==> src/hw/rtl/avcc_to_annexb_converter_unit_defines.svh <==
// Assertion macros shared by the AVCC to Annex B converter RTL.
// Expects a clock named clk and an active-low reset named rst_n in scope.
`ifndef AVCC_TO_ANNEXB_CONVERTER_UNIT_DEFINES_SVH
`define AVCC_TO_ANNEXB_CONVERTER_UNIT_DEFINES_SVH

// Checked on every clock edge outside reset.
`define AVCC_ASSERT(lbl, prop, msg) \
  lbl: assert property (@(posedge clk) disable iff (!rst_n) prop) else $error(msg);

// Checked on every clock edge, reset included.
`define AVCC_ASSERT_ALWAYS(lbl, prop, msg) \
  lbl: assert property (@(posedge clk) prop) else $error(msg);

`endif

==> src/hw/rtl/avcc_pkg.sv <==
// Package for the AVCC to Annex B converter: constants and the run descriptor
// handed from the parser to the output stage. No dependencies.
package avcc_pkg;

  localparam int MAX_PREFIX_BYTES_DEF = 4;

  localparam logic [2:0] HEADER_BYTES      = 3'd5;
  localparam logic [2:0] LENGTH_SIZE_RESET = 3'd4;
  localparam logic [7:0] START_CODE_LAST   = 8'h01;
  localparam logic [7:0] START_CODE_ZERO   = 8'h00;
  localparam logic [1:0] START_CODE_FINAL  = 2'd3;

  // Results caused by one accepted input byte.
  typedef struct packed {
    logic       load;       // byte produced at least one result
    logic       start;      // four-byte start code, else one result
    logic [7:0] data;
    logic       byte_valid;
    logic       tag_end;
    logic       truncated;
  } run_t;

endpackage

==> src/hw/rtl/avcc_parse.sv <==
// AVCC parser: header skip, length prefix gather and payload count.
// Depends on avcc_pkg. Produces one run descriptor per input byte.
module avcc_parse #(
  parameter int MAX_PREFIX_BYTES = avcc_pkg::MAX_PREFIX_BYTES_DEF
) (
  input  logic              clk,
  input  logic              rst_n,
  input  logic              take,
  input  logic [7:0]        in_byte,
  input  logic              in_last,
  input  logic [2:0]        length_size,
  output avcc_pkg::run_t    run
);

  localparam int AW  = 8 * MAX_PREFIX_BYTES;
  localparam int PCW = (MAX_PREFIX_BYTES > 1) ? $clog2(MAX_PREFIX_BYTES) : 1;
  localparam logic [2:0] MAX_SIZE = 3'(MAX_PREFIX_BYTES);

  localparam logic [1:0] PH_SKIP    = 2'd0;
  localparam logic [1:0] PH_PREFIX  = 2'd1;
  localparam logic [1:0] PH_PAYLOAD = 2'd2;

  logic [1:0]     phase_r, phase_nxt;
  logic [2:0]     header_count_r, header_count_nxt;
  logic [PCW-1:0] prefix_count_r, prefix_count_nxt;
  logic [AW-1:0]  accum_r, accum_nxt;
  logic [AW-1:0]  payload_left_r, payload_left_nxt;

  logic [2:0]    eff_size;
  logic [2:0]    hc_inc;
  logic [2:0]    pc_inc;
  logic [AW-1:0] accum_shift;
  logic [AW-1:0] payload_dec;

  // Out-of-range sizes act as one byte, then clamp to the build limit.
  always_comb begin
    eff_size = length_size;
    if (length_size == 3'd0 || length_size > 3'd4) begin
      eff_size = 3'd1;
    end
    if (eff_size > MAX_SIZE) begin
      eff_size = MAX_SIZE;
    end
  end

  assign hc_inc      = header_count_r + 3'd1;
  assign pc_inc      = 3'(prefix_count_r) + 3'd1;
  assign accum_shift = AW'({accum_r, in_byte});
  assign payload_dec = payload_left_r - AW'(1);

  always_comb begin
    phase_nxt        = phase_r;
    header_count_nxt = header_count_r;
    prefix_count_nxt = prefix_count_r;
    accum_nxt        = accum_r;
    payload_left_nxt = payload_left_r;

    // status-only results carry a zero byte
    run            = '0;
    run.tag_end    = in_last;

    unique case (phase_r)
      PH_PAYLOAD: begin
        payload_left_nxt = payload_dec;
        run.load         = 1'b1;
        run.data         = in_byte;
        run.byte_valid   = 1'b1;
        run.truncated    = in_last && (payload_dec != '0);
        if (payload_dec == '0) begin
          phase_nxt = PH_PREFIX;
        end
      end
      PH_PREFIX: begin
        accum_nxt = accum_shift;
        if (pc_inc >= eff_size) begin
          run.load         = 1'b1;
          run.start        = 1'b1;
          run.byte_valid   = 1'b1;
          run.truncated    = in_last && (accum_shift != '0);
          prefix_count_nxt = '0;
          accum_nxt        = '0;
          payload_left_nxt = accum_shift;
          phase_nxt        = (accum_shift != '0) ? PH_PAYLOAD : PH_PREFIX;
        end else begin
          prefix_count_nxt = PCW'(pc_inc);
          if (in_last) begin
            // tag ended mid prefix: status only
            run.load      = 1'b1;
            run.truncated = 1'b1;
          end
        end
      end
      default: begin
        header_count_nxt = hc_inc;
        if (hc_inc >= avcc_pkg::HEADER_BYTES) begin
          header_count_nxt = '0;
          phase_nxt        = PH_PREFIX;
          prefix_count_nxt = '0;
          accum_nxt        = '0;
        end
        if (in_last) begin
          run.load = 1'b1;
        end
      end
    endcase

    if (in_last) begin
      phase_nxt        = PH_SKIP;
      header_count_nxt = '0;
      prefix_count_nxt = '0;
      accum_nxt        = '0;
      payload_left_nxt = '0;
    end
  end

  always_ff @(posedge clk) begin
    if (!rst_n) begin
      phase_r        <= PH_SKIP;
      header_count_r <= '0;
      prefix_count_r <= '0;
      accum_r        <= '0;
      payload_left_r <= '0;
    end else if (take) begin
      phase_r        <= phase_nxt;
      header_count_r <= header_count_nxt;
      prefix_count_r <= prefix_count_nxt;
      accum_r        <= accum_nxt;
      payload_left_r <= payload_left_nxt;
    end
  end

endmodule

==> src/hw/rtl/avcc_emit.sv <==
// AVCC output stage: holds one run and plays it out as result transfers.
// Depends on avcc_pkg and the assertion macro header.
`include "avcc_to_annexb_converter_unit_defines.svh"

module avcc_emit (
  input  logic           clk,
  input  logic           rst_n,
  input  logic           take,
  input  avcc_pkg::run_t run,
  output logic           can_load,
  output logic           out_valid,
  input  logic           out_stall,
  output logic [7:0]     out_byte,
  output logic           out_byte_valid,
  output logic           out_run_last,
  output logic           out_tag_end,
  output logic           out_truncated
);

  logic       run_valid_r, run_valid_nxt;
  logic       run_start_r;
  logic [1:0] run_idx_r, run_idx_nxt;
  logic [7:0] run_data_r;
  logic       run_bv_r;
  logic       run_te_r;
  logic       run_tr_r;

  logic final_beat;
  logic xfer;

  assign final_beat = !run_start_r || (run_idx_r == avcc_pkg::START_CODE_FINAL);
  assign xfer       = run_valid_r && !out_stall;
  assign can_load   = !run_valid_r || (!out_stall && final_beat);

  always_comb begin
    run_valid_nxt = run_valid_r;
    run_idx_nxt   = run_idx_r;
    if (xfer && !final_beat) begin
      run_idx_nxt = run_idx_r + 2'd1;
    end else if (can_load) begin
      run_valid_nxt = take && run.load;
      run_idx_nxt   = '0;
    end
  end

  always_ff @(posedge clk) begin
    if (!rst_n) begin
      run_valid_r <= 1'b0;
      run_idx_r   <= '0;
    end else begin
      run_valid_r <= run_valid_nxt;
      run_idx_r   <= run_idx_nxt;
    end
  end

  // payload side, no reset
  always_ff @(posedge clk) begin
    if (can_load && take && run.load) begin
      run_start_r <= run.start;
      run_data_r  <= run.data;
      run_bv_r    <= run.byte_valid;
      run_te_r    <= run.tag_end;
      run_tr_r    <= run.truncated;
    end
  end

  assign out_valid      = run_valid_r;
  assign out_byte_valid = run_bv_r;
  assign out_run_last   = final_beat;
  assign out_tag_end    = final_beat && run_te_r;
  assign out_truncated  = final_beat && run_tr_r;

  always_comb begin
    if (run_start_r) begin
      out_byte = final_beat ? avcc_pkg::START_CODE_LAST : avcc_pkg::START_CODE_ZERO;
    end else begin
      out_byte = run_data_r;
    end
  end

  `AVCC_ASSERT(a_stall_only_when_busy, !can_load |-> run_valid_r, "input stalled with no result pending")
  `AVCC_ASSERT(a_idx_single, (run_valid_r && !run_start_r) |-> (run_idx_r == 2'd0), "index moved on a single-result run")
  `AVCC_ASSERT(a_start_advance, (xfer && !final_beat) |=> (run_valid_r && run_start_r && run_idx_r == $past(run_idx_r) + 2'd1), "start code did not advance")
  `AVCC_ASSERT(a_trunc_on_end, (run_valid_r && out_truncated) |-> out_tag_end, "truncated without tag end")
  `AVCC_ASSERT_ALWAYS(a_reset_idle, !rst_n |=> !run_valid_r, "result pending after reset")

endmodule

==> src/hw/rtl/avcc_to_annexb_converter_unit.sv <==
// AVCC to Annex B converter top level: config register, parser, output stage.
// Depends on avcc_pkg, avcc_parse and avcc_emit.
//
// Takes one FLV video tag body byte per transfer (in_last on the final byte)
// and gives the Annex B stream one result per transfer, registered into the
// cycle after the input. Header and payload bytes are taken at one per cycle
// while out_stall is low. A byte that completes a length prefix yields the
// four start-code results; the single output register plays them out one per
// transfer, stalling the input until the last. The length_size register is
// written through the cfg port and must only change while the converter is idle.
module avcc_to_annexb_converter_unit #(
  parameter int MAX_PREFIX_BYTES = avcc_pkg::MAX_PREFIX_BYTES_DEF
) (
  input  logic       clk,
  input  logic       rst_n,

  input  logic       in_valid,
  output logic       in_stall,
  input  logic [7:0] in_byte,
  input  logic       in_last,

  output logic       out_valid,
  input  logic       out_stall,
  output logic [7:0] out_byte,
  output logic       out_byte_valid,
  output logic       out_run_last,
  output logic       out_tag_end,
  output logic       out_truncated,

  input  logic       cfg_valid,
  output logic       cfg_ready,
  input  logic [2:0] cfg_length_size
);

  logic [2:0]     length_size_r;
  logic           can_load;
  logic           take;
  avcc_pkg::run_t run;

  assign cfg_ready = 1'b1;
  assign in_stall  = !can_load;
  assign take      = in_valid && can_load;

  always_ff @(posedge clk) begin
    if (!rst_n) begin
      length_size_r <= avcc_pkg::LENGTH_SIZE_RESET;
    end else if (cfg_valid && cfg_ready) begin
      length_size_r <= cfg_length_size;
    end
  end

  avcc_parse #(
    .MAX_PREFIX_BYTES(MAX_PREFIX_BYTES)
  ) u_parse (
    .clk        (clk),
    .rst_n      (rst_n),
    .take       (take),
    .in_byte    (in_byte),
    .in_last    (in_last),
    .length_size(length_size_r),
    .run        (run)
  );

  avcc_emit u_emit (
    .clk           (clk),
    .rst_n         (rst_n),
    .take          (take),
    .run           (run),
    .can_load      (can_load),
    .out_valid     (out_valid),
    .out_stall     (out_stall),
    .out_byte      (out_byte),
    .out_byte_valid(out_byte_valid),
    .out_run_last  (out_run_last),
    .out_tag_end   (out_tag_end),
    .out_truncated (out_truncated)
  );

endmodule
==> config.mk <==
export PLATFORM = sky130hd
export DESIGN_NAME = avcc_to_annexb_converter_unit
export DESIGN_NICKNAME = d
export VERILOG_FILES = /design/src/hw/rtl/avcc_pkg.sv /design/src/hw/rtl/avcc_parse.sv /design/src/hw/rtl/avcc_emit.sv /design/src/hw/rtl/avcc_to_annexb_converter_unit.sv
export VERILOG_INCLUDE_DIRS = /design/src /design/src/hw/rtl
export SDC_FILE = /design/constraint.sdc
export NUM_CORES = 1
export LEC_CHECK = 0
export ABC_AREA = 1
export BUFFER_PORTS_ARGS = -buffer_cell sky130_fd_sc_hd__buf_2
export CORE_MARGIN = 1.5
export CORE_UTILIZATION = 48
export CTS_CLUSTER_SIZE = 10
export DETAILED_ROUTE_END_ITERATION = 16
export GPL_TIMING_DRIVEN = 0
export HOLD_SLACK_MARGIN = 0.02
export PLACE_DENSITY = 0.63
export SLEW_MARGIN = 20
export SYNTH_ARGS = -nofsm -noshare
export SYNTH_HDL_FRONTEND = slang
export SYNTH_HIERARCHICAL = 1
export SYNTH_SLANG_ARGS = --single-unit
==> constraint.sdc <==
create_clock -name clk -period 4.1 [get_ports clk]
set_input_delay 0.205 -clock clk [delete_from_list [all_inputs] [get_ports clk]]
set_output_delay 0.205 -clock clk [all_outputs]
set_load 0.02 [all_outputs]
==> impl_metrics.env, run 1 <==
export IMPL_routed_wl_mm=14.0
export IMPL_cts_clk_slew_worst_paths_ns=0.09
export IMPL_fin_skew_ns=0.00828
export IMPL_drt_initial_drc_count=298
export IMPL_worstHoldPathType="in -> reg"
export IMPL_worstSetupStartpoint="length_size_r[0]"
export IMPL_die_y_um=106
export IMPL_port_buffers=30
export IMPL_start_kind="flop"
export IMPL_grt_overflow=0
export IMPL_power_leakage_nw=2.52
export IMPL_drcViolationCount=0
export IMPL_drv_slew=0
export IMPL_final_cells=946
export IMPL_nFillCells=1082
export IMPL_place_hpwl_mm=11.2
export IMPL_cts_root_buf="clkbuf_8"
export IMPL_r2r_start="length_size_r[0]"
export IMPL_rsz0062_at_grt="no"
export IMPL_crit_type="reg -> reg"
export IMPL_pwr_density_cell_nw_per_um2=497
export IMPL_ys_seq_area_frac=0.345
export IMPL_rows=37
export IMPL_wire_per_inst_um=14.8
export IMPL_setup_slack_ns=0.672
export IMPL_fmax_ghz=0.292
export IMPL_final_nets=835
export IMPL_antenna_found_initial=0
export IMPL_via_count=4871
export IMPL_synth_area_sq_um=5050
export IMPL_max_stage_delay_ns=0.79
export IMPL_clk_latency_ns=0.36
export IMPL_worstSetupEndpoint="u_emit/run_data_r[3]"
export IMPL_fin_crit_sh=0.836
export IMPL_rr_worst_depth=10
export IMPL_status="finished clean"
export IMPL_cts_tree="built"
export IMPL_areaGrowthSynthToFinish_pct=9.90
export IMPL_setup_viol=0
export IMPL_hold_buffers=0
export IMPL_finalPower_w=0.00276
export IMPL_ir_worst_vdd_uv=245
export IMPL_slew_headroom=0.317
export IMPL_hold_depth=3
export IMPL_synth_most_common_cell="nand2_1"
export IMPL_cap_violations=0
export IMPL_crit_path_cell_trace="nor2_1, ha_1, or3b_2, ha_1, nand2_1, o211ai_2, o21ai_0, a31oi_1, nand2_1, nor2_1"
export IMPL_worstPathMaxFanout=12
export IMPL_reg2reg_to="u_emit/run_data_r[3]"
export IMPL_synth_area_leaders="dfxtp_1, nand2_1, inv_1"
export IMPL_num_antenna_cells=0
export IMPL_period_needed_ns=3.43
export IMPL_synth_top_area_share=0.273
export IMPL_synthArstFlopShare=0
export IMPL_worst_pin_slew_ns=1.02
export IMPL_crit_slowest_cell="nor2_1"
export IMPL_cts_path_max_buffers=2
export IMPL_fp_coreArea_sq_um=10300
export IMPL_r2r_slack_ns=0.67
export IMPL_multi_input_area_sq_um=2690
export IMPL_regArea_sq_um=1740
export IMPL_worstPathArrival_ns=3.42
export IMPL_start_util=0.492
export IMPL_post_cts_buffers=0
export IMPL_grt_pass1_wl_mm=23.0
export IMPL_endpoint_kind="flop"
export IMPL_place_inst=930
export IMPL_tns_ns=0
export IMPL_synth_top_area_cell="dfxtp_1"
export IMPL_final_hold_violation_count=0
export IMPL_grt_max_degree=15
export IMPL_cts_resized=0
export IMPL_yosysUniqueCellTypes=41
export IMPL_ys_ff_latch=81
export IMPL_drive_gt1_frac=0.136
export IMPL_synth_area_per_cell_sq_um=6.61
export IMPL_cts_sinks=81
export IMPL_dieArea_sq_um=11200
export IMPL_io_pins=32
export IMPL_antenna_left=0
export IMPL_synth_edff_count=12
export IMPL_grt_pass1_vias=4634
export IMPL_drt_first_pass_iters=5
export IMPL_syn_inst=764
export IMPL_synthesis_nets=794
export IMPL_cts_max_level=3
export IMPL_synth_common_cells="nand2_1, inv_1, nor2_1, dfxtp_1, a21oi_1"
export IMPL_grt_total_usage=0.264
export IMPL_synthFlopType="dfxtp_1"
export IMPL_ys_warn_count=6
export IMPL_dp_slack_ns=0.698
export IMPL_numCtsBuffers=9
export IMPL_die_x_um=106
export IMPL_gp_congestion=0.908
export IMPL_viasPerCell=5.15
export IMPL_worstPathRequired_ns=4.09
per-layer routing:
layer | global-route usage | wire length, um | vias to the layer above
met5 | 0 | 0 | -
met2 | 0.427 | 6420 | 96
li1 | - | - | 2531
met4 | 0.100 | 317 | 0
met3 | 0.0402 | 553 | 23
met1 | 0.357 | 6680 | 2221
per-stage QoR:
step / utilization / cell area [sq um] / hold WS, ns
CTS: 0.540 / 5550 / 0.0480
global placement: 0.523 / 5370 / 0.412
detailed placement: 0.523 / 5370 / 0.431
floorplan: - / 5050 / 0.289
global route: 0.540 / 5550 / 0.0598
finish: 0.540 / 5550 / 0.0630
critical path, delay by kind of cell, from the launching register on:
| kind | cells | cell delay (ns) |
|---|---|---|
| flip-flops | 1 | 0.34 |
| adder cells (fa/ha/maj) | 2 | 0.56 |
| AND/OR/NAND/NOR | 5 | 1.56 |
| AO/OA/AOI/OAI | 3 | 0.58 |
cell usage in the layout (no fill, tap or decap), types with 6 or more instances in the layout:
cell type and instances:
nand2_1 176, inv_1 121, nor2_1 116, dfxtp_1 69, buf_2 42, a21oi_1 39, nand3_1 30, o22ai_1 24
o211ai_1 23, o21ai_0 15, nor2_2 14, ha_1 13, edfxtp_1 12, nand4_1 12, clkbuf_1 11, clkbuf_8 10
nand2_2 10, nor2_4 8, nand3_2 6, nand3b_1 6
cells by family (layout without fill, tap and decap cells):
logic type | count (synthesis) | in the layout | share of synthesized area
and+or+nand+nor | 391 | 391 | 0.350
AOI/OAI and AO/OA | 118 | 118 | 0.141
xor gates and xnor gates | 5 | 5 | 0.00867
buffers and inverters | 155 | 201 | 0.123
adders and majority gates | 13 | 13 | 0.0322
other | 1 | 1 | 0.000742
DFF | 81 | 81 | 0.345
worst min path at each step:
stage / slack (ns) / end / from
floorplan: 0.29 / length_size_r[2] / rst_n
global placement: 0.41 / length_size_r[2] / cfg_length_size[2]
detailed placement: 0.43 / length_size_r[2] / cfg_length_size[2]
CTS: 0.05 / length_size_r[2] / cfg_length_size[2]
global route: 0.06 / length_size_r[2] / cfg_length_size[2]
finish: 0.06 / length_size_r[2] / cfg_length_size[2]
registers in the layout (all words and copies together) (netlist names):
name / cells
u_parse/payload_left_r: 32
u_parse/accum_r: 24
u_emit/run_data_r: 8
length_size_r: 3
u_parse/header_count_r: 3
u_emit/run_idx_r: 2
u_parse/phase_r: 2
u_parse/prefix_count_r: 2
u_emit/out_byte_valid: 1
u_emit/out_valid: 1
u_emit/run_start_r: 1
u_emit/run_te_r: 1
u_emit/run_tr_r: 1
final cells by class:
type / count / area share
well taps: 136 / 0.0306
multi-input cells: 528 / 0.484
repair buffers: 30 / 0.0270
plain buffers: 29 / 0.0264
inverters: 126 / 0.0856
flip-flops and latches: 81 / 0.314
clock buffers: 10 / 0.0248
clock inverters: 6 / 0.00766
power by group:
part           total, W  internal [W]  switching, W
registers      0.000934      0.000873     0.0000608
clock network  0.000545      0.000237      0.000307
logic           0.00128      0.000402      0.000880
total           0.00276       0.00151       0.00125
Note: power is estimated with default switching activity, not from simulation.
==> inputs of run 2 (changes only) <==
--- a/config.mk
+++ b/config.mk
@@ -14,7 +14,7 @@
 export DETAILED_ROUTE_END_ITERATION = 16
 export GPL_TIMING_DRIVEN = 0
 export HOLD_SLACK_MARGIN = 0.02
-export PLACE_DENSITY = 0.63
+export PLACE_DENSITY = 0.66
 export SLEW_MARGIN = 20
 export SYNTH_ARGS = -nofsm -noshare
 export SYNTH_HDL_FRONTEND = slang
==> constraint.sdc (replaced) <==
create_clock -name clk -period 2.9 [get_ports clk]
set_input_delay 0.145 -clock clk [delete_from_list [all_inputs] [get_ports clk]]
set_output_delay 0.145 -clock clk [all_outputs]
set_load 0.02 [all_outputs]
==> run 2 against run 1 <==
Hold slack worse by 0.013 ns. Setup slack worse by 0.56 ns. Critical path depth up 3. Combinational power up 46%. Clock power up 47%. Core utilization up 1.9 points. Register-to-register slack worse by 0.56 ns. Total power up 45%.
==> impl_metrics.env, run 2 (same netlist as run 1, synthesis figures left out) <==
export IMPL_die_x_um=106
export IMPL_max_flop_register="u_parse/payload_left_r"
export IMPL_grt_pass1_wl_mm=23.0
export IMPL_cts_max_level=3
export IMPL_cts_path_max_buffers=2
export IMPL_worstPathRequired_ns=3.18
export IMPL_die_y_um=106
export IMPL_largest_reg_flops=32
export IMPL_largestRegisters="u_parse/payload_left_r: 32 flops, u_parse/accum_r: 24 flops, u_emit/run_data_r: 8 flops"
export IMPL_cts_root_buf="clkbuf_8"
export IMPL_worstHoldPathType="in -> reg"
export IMPL_cts_clk_slew_worst_paths_ns=0.09
export IMPL_ir_worst_vdd_uv=353
export IMPL_grt_overflow=0
export IMPL_drt_first_pass_iters=6
export IMPL_crit_type="reg -> reg"
export IMPL_grt_pass1_vias=4767
export IMPL_final_hold_violation_count=0
export IMPL_drcViolationCount=0
export IMPL_fmax_ghz=0.359
export IMPL_final_nets=844
export IMPL_drive_gt1_frac=0.149
export IMPL_dr_wl_met2_mm=6.64
export IMPL_power_leakage_nw=2.59
export IMPL_fp_coreArea_sq_um=10300
export IMPL_wl_met3_um=812
export IMPL_wl_met1_mm=6.24
export IMPL_nFillCells=1051
export IMPL_port_buffers=30
export IMPL_antenna_found_initial=0
export IMPL_rows=37
export IMPL_regArea_sq_um=1750
export IMPL_crit_slowest_cell="or3b_4"
export IMPL_clk_latency_ns=0.36
export IMPL_fin_crit_sh=0.962
export IMPL_topRoutingLayerUsed="met4"
export IMPL_slew_headroom=0.488
export IMPL_dieArea_sq_um=11200
export IMPL_endpoint_kind="flop"
export IMPL_worstPathMaxFanout=6
export IMPL_layout_commonest_cell="nand2_1"
export IMPL_place_hpwl_mm=10.9
export IMPL_multi_input_area_sq_um=2750
export IMPL_drt_initial_drc_count=337
export IMPL_worstPathArrival_ns=3.07
export IMPL_setup_viol=0
export IMPL_routed_wl_mm=14.1
export IMPL_finalPower_w=0.00399
export IMPL_worst_pin_slew_ns=0.762
export IMPL_fin_util=0.559
export IMPL_drv_slew=0
export IMPL_period_needed_ns=2.79
export IMPL_grt_max_degree=14
export IMPL_via_count=5013
export IMPL_wire_per_inst_um=14.8
export IMPL_status="finished clean"
export IMPL_cap_violations=0
export IMPL_grt_total_usage=0.264
export IMPL_crit_path_cell_trace="nor2_4, ha_4, or3b_4, ha_4, nand2_2, o211ai_4, nor3_4, nand3b_1, buf_6, nor2_4, buf_6, o211ai_1, a21oi_1"
export IMPL_start_kind="flop"
export IMPL_viasPerCell=5.25
export IMPL_fin_skew_ns=0.0127
export IMPL_io_pins=32
export IMPL_cts_tree="built"
export IMPL_areaGrowthSynthToFinish_pct=13.7
export IMPL_pwr_density_cell_nw_per_um2=695
export IMPL_max_stage_delay_ns=0.39
export IMPL_antenna_left=0
export IMPL_cts_sinks=81
export IMPL_numCtsBuffers=9
export IMPL_num_antenna_cells=0
export IMPL_start_util=0.492
export IMPL_final_cell_mix="nand2_1, inv_1, nor2_1"
export IMPL_gp_congestion=0.928
export IMPL_rsz0062_at_grt="yes"
run 2: cell types whose count changed in the layout (fill, tap and decap cells not counted), moves of 2 or more:
cell,delta
buf_12,+2
buf_2,-5
buf_4,+6
buf_6,+4
clkbuf_1,+4
dfxtp_1,-2
ha_1,-2
ha_4,+2
nor2_1,-2
nor2_4,+2
run 2: final timing paths:
path,from,to,slack [ns],cells after the start
setup / recovery,length_size_r[1],u_parse/payload_left_r[25],0.11,13
hold / removal,in_byte[3],u_emit/run_data_r[3],0.05,3
setup reg to reg,length_size_r[1],u_parse/payload_left_r[25],0.11,13
hold reg to reg,u_parse/payload_left_r[31],u_parse/payload_left_r[31],0.48,2
run 2: power breakdown:
group / total (W) / switching (W) / internal, W
logic: 0.00187 / 0.00125 / 0.000618
registers: 0.00132 / 0.0000887 / 0.00123
clock network: 0.000803 / 0.000405 / 0.000398
run 2: final cells by class:
| class | count | area share |
|---|---|---|
| buffer | 29 | 0.0296 |
| multi-input combinational | 528 | 0.479 |
| sequential | 81 | 0.304 |
| inverter | 126 | 0.0827 |
| clock buffer | 13 | 0.0242 |
| tap | 136 | 0.0296 |
| timing repair buffer | 39 | 0.0433 |
| clock inverter | 3 | 0.00740 |
run 2: timing repair:
item | 4_1_cts | 5_1_grt
hold buffers | 1 | 0
setup endpoints to repair | 44 | 46
hold endpoints to repair | 1 | 0
resized for setup | 17 | 7
setup buffers | 4 | 2
cloned | 2 | 0
pin swaps | 3 | 7
run 2: critical path: cells and delay by family (launching register included):
kind | cells | cell delay (ns)
AOI/OAI and AO/OA | 3 | 0.48
and+or+nand+nor | 6 | 1.06
buffers and inverters | 2 | 0.32
adders and majority gates | 2 | 0.49
DFF | 1 | 0.34
run 2: per-layer routing:
metal | vias to the layer above | GRT usage
met5 | - | 0
met4 | 0 | 0.110
met3 | 30 | 0.0464
met2 | 161 | 0.438
met1 | 2270 | 0.339
li1 | 2552 | -
run 2: stage by stage:
stage / hold WS [ns] / instance area, sq um / TNS [ns] / worst slack, ns / cells
after floorplan: 0.229 / 5060 / 0 / 0.145 / 764
after global placement: 0.351 / 5380 / -6.82 / -0.215 / 930
after detailed placement: 0.380 / 5380 / -10.30 / -0.315 / 930
after CTS: 0.0377 / 5690 / 0 / 0.000615 / 953
after global routing: 0.0530 / 5750 / -0.00743 / -0.00379 / 955
final: 0.0502 / 5750 / 0 / 0.112 / 955
==> inputs of run 3 (changes only) <==
--- a/config.mk
+++ b/config.mk
@@ -6,10 +6,10 @@
 export SDC_FILE = /design/constraint.sdc
 export NUM_CORES = 1
 export LEC_CHECK = 0
-export ABC_AREA = 1
 export BUFFER_PORTS_ARGS = -buffer_cell sky130_fd_sc_hd__buf_2
 export CORE_MARGIN = 1.5
 export CORE_UTILIZATION = 48
+export CTS_BUF_LIST = sky130_fd_sc_hd__clkbuf_4 sky130_fd_sc_hd__clkbuf_8
 export CTS_CLUSTER_SIZE = 10
 export DETAILED_ROUTE_END_ITERATION = 16
 export GPL_TIMING_DRIVEN = 0
==> run 3 against run 2 <==
Critical path depth is 4 lower. Setup slack improved by 0.033 ns. Sequential share of layout area grew 1.3 points. Core utilization grew 0.77 points. Clock skew barely moved. Die area is 5.1% lower. Critical path type unchanged. Critical endpoint is now u_emit/run_tr_r. Highest routed layer unchanged.
==> impl_metrics.env, run 3 <==
export IMPL_status="finished clean"
export IMPL_slew_headroom=0.316
export IMPL_io_pins=32
export IMPL_ir_worst_vdd_uv=193
export IMPL_synthFlopType="dfxtp_1"
export IMPL_synth_mux_area_fraction=0.0152
export IMPL_rows=36
export IMPL_drive_gt1_frac=0.162
export IMPL_final_cell_mix="nand2_1, dfxtp_1, a21boi_0"
export IMPL_synth_area_leaders="dfxtp_1, a21boi_0, nand2_1"
export IMPL_drt_first_pass_iters=6
export IMPL_largest_reg_flops=32
export IMPL_synth_common_cells="nand2_1, dfxtp_1, a21boi_0, nor2_1, o21ai_0"
export IMPL_viasPerCell=5.90
export IMPL_largestRegisters="u_parse/payload_left_r: 32 flops, u_parse/accum_r: 24 flops, u_emit/run_data_r: 8 flops"
export IMPL_cts_path_max_buffers=2
export IMPL_die_x_um=103
export IMPL_drcViolationCount=0
export IMPL_final_hold_violation_count=0
export IMPL_worstSetupStartpoint="u_parse/payload_left_r[0]"
export IMPL_grt_max_degree=14
export IMPL_placed_area_sq_um=5100
export IMPL_endpoint_kind="flop"
export IMPL_p_sw_w=0.000654
export IMPL_routed_wl_mm=13.9
export IMPL_synth_top_family_by_area="simple AND/OR/NAND/NOR gates"
export IMPL_p_int_w=0.00181
export IMPL_rr_worst_depth=9
export IMPL_synthesis_nets=630
export IMPL_power_leakage_nw=2.13
export IMPL_fmax_ghz=0.363
export IMPL_antenna_left=0
export IMPL_place_hpwl_mm=9.89
export IMPL_gp_congestion=0.951
export IMPL_pwr_density_cell_nw_per_um2=446
export IMPL_reg2reg_to="u_emit/run_tr_r"
export IMPL_start_kind="flop"
export IMPL_synthArstFlopShare=0
export IMPL_rsz0062_at_grt="no"
export IMPL_crit_type="reg -> reg"
export IMPL_grt_overflow=0
export IMPL_worst_pin_slew_ns=1.02
export IMPL_met1_usage=0.382
export IMPL_num_antenna_cells=0
export IMPL_synth_compound_gate_area_share=0.227
export IMPL_synth_top_area_share=0.289
export IMPL_hold_depth=2
export IMPL_globalRouteMet3Util=0.0441
export IMPL_ys_ff_latch=81
export IMPL_cts_root_buf="clkbuf_8"
export IMPL_synth_edff_count=12
export IMPL_synth_simple_gate_area_frac=0.302
export IMPL_synthAdderAreaFrac=0.0340
export IMPL_r2r_start="u_parse/payload_left_r[0]"
export IMPL_max_flop_register="u_parse/payload_left_r"
export IMPL_synthXorXnorAreaFrac=0.00915
export IMPL_synth_area_per_cell_sq_um=7.98
export IMPL_dieArea_sq_um=10600
export IMPL_drt_initial_drc_count=419
export IMPL_busiest_layer="met2"
export IMPL_hold_start="rst_n"
export IMPL_grt_use_met2=0.441
export IMPL_period_needed_ns=2.76
export IMPL_worstPathRequired_ns=3.01
export IMPL_finalInstanceArea_sq_um=5520
export IMPL_setup_viol=0
export IMPL_layout_commonest_cell="nand2_1"
export IMPL_numCtsBuffers=9
export IMPL_antenna_found_initial=0
export IMPL_cts_clk_slew_worst_paths_ns=0.08
export IMPL_synth_area_sq_um=4790
export IMPL_fp_coreArea_sq_um=9730
export IMPL_hold_slack_ns=0.0322
export IMPL_ys_warn_count=6
export IMPL_cts_sinks=81
export IMPL_ys_seq_area_frac=0.364
export IMPL_grt_total_usage=0.279
export IMPL_areaGrowthSynthToFinish_pct=15.2
export IMPL_worstPathMaxFanout=5
export IMPL_worstPathArrival_ns=2.87
export IMPL_cts_max_level=3
export IMPL_worstHoldPathType="in -> reg"
export IMPL_die_y_um=103
export IMPL_yosysUniqueCellTypes=67
export IMPL_drv_slew=0
export IMPL_grt_pass1_wl_mm=22.3
export IMPL_clkPwrFrac=0.377
export IMPL_via_count=4652
export IMPL_syn_inst=600
export IMPL_fin_skew_ns=0.0131
export IMPL_r2r_slack_ns=0.14
export IMPL_fin_crit_sh=0.950
export IMPL_port_buffers=30
export IMPL_wire_per_inst_um=17.6
export IMPL_clk_latency_ns=0.36
export IMPL_synth_most_common_cell="nand2_1"
export IMPL_pwr_share_seq=0.473
export IMPL_worst_hold_path_endpoint="length_size_r[2]"
export IMPL_synth_top_area_cell="dfxtp_1"
export IMPL_cts_tree="built"
export IMPL_start_util=0.492
export IMPL_final_nets=681
export IMPL_power_frac_comb=0.151
export IMPL_grt_pass1_vias=4345
export IMPL_cap_violations=0
export IMPL_sw_frac_of_total=0.266
==> run 3: changes by cell type in the layout (fill, tap and decap cells not counted), sizes merged, moves of 13 or more <==
cell	previous run	this run
nor2	139	50
a21boi	0	55
inv	125	13
a21oi	40	20
o211ai	24	3
o21ai	20	48
and2	0	14
nor4	5	20
clkbuf	25	38
nand2	187	98
o22ai	24	0
==> run 3: critical path, stage by stage (launching register included) <==
cell	delay, ns
dfxtp_1	0.36
inv_1	0.13
ha_1	0.29
nor3b_4	0.35
nand4_1	0.32
o31ai_1	0.29
o311ai_1	0.20
nor4_4	0.31
a2bb2oi_1	0.19
nor3_1	0.07
==> run 3: area by class of cell <==
class / instances / area [sq um]
Sequential cell: 81 / 1750
Buffer: 38 / 216
Clock buffer: 11 / 139
Multi-Input combinational cell: 467 / 2880
Fill cell: 923 / 4210
Clock inverter: 5 / 80.1
Tap cell: 133 / 166
Timing Repair Buffer: 41 / 235
Inverter: 13 / 48.8
==> run 3: how the worst max path moves through the flow <==
stage                                       to  slack (ns)  cells after the start
floorplan            u_parse/payload_left_r[9]        0.16                     14
global placement    u_parse/payload_left_r[27]       -0.43                     14
detailed placement  u_parse/payload_left_r[14]       -0.47                     14
CTS                        u_parse/accum_r[10]        0.01                     12
global route        u_parse/payload_left_r[24]       0.005                     14
finish                         u_emit/run_tr_r        0.14                      9
==> run 3: through the flow <==
stage	TNS, ns	utilization	std cells	total power, W	worst slack [ns]
global route	0	0.567	789	0.00257	0.00473
global placement	-12.70	0.525	763	0.00151	-0.430
finish	0	0.567	789	0.00246	0.144
CTS	0	0.556	784	0.00244	0.0101
floorplan	0	-	600	0.00142	0.161
detailed placement	-14.18	0.525	763	0.00151	-0.472
==> run 3: cell families after synthesis <==
family / after synthesis
other: 1
adders and majority gates: 13
xor gates and xnor gates: 5
buffers and inverters: 52
muxes: 7
AOI/OAI and AO/OA: 160
and+or+nand+nor: 281
DFF: 81
==> run 3: repair_timing <==
action | in CTS | in global routing
setup endpoints to repair | 48 | 67
buffers inserted | 4 | 6
resized for setup | 18 | 33
pin swaps | 1 | 6
hold buffers | 1 | 0
cloned | 1 | 0
endpoints found under the hold margin | 1 | 0
==> run 3: layer usage <==
layer | part of all wire | vias up | routed length (um)
met5 | 0 | - | 0
met4 | 0.023 | 0 | 314
met3 | 0.075 | 26 | 1050
met2 | 0.45 | 199 | 6210
met1 | 0.45 | 2186 | 6310
li1 | - | 2241 | -
==> run 3: power by group through the flow <==
stage          Sequential [W]  Clock (W)  Combinational [W]
2_1_floorplan         0.00119          0           0.000233
3_3_place_gp          0.00119          0           0.000324
3_5_place_dp          0.00119          0           0.000325
4_1_cts               0.00116   0.000942           0.000339
5_1_grt               0.00116   0.000999           0.000404
6_report              0.00116   0.000926           0.000371
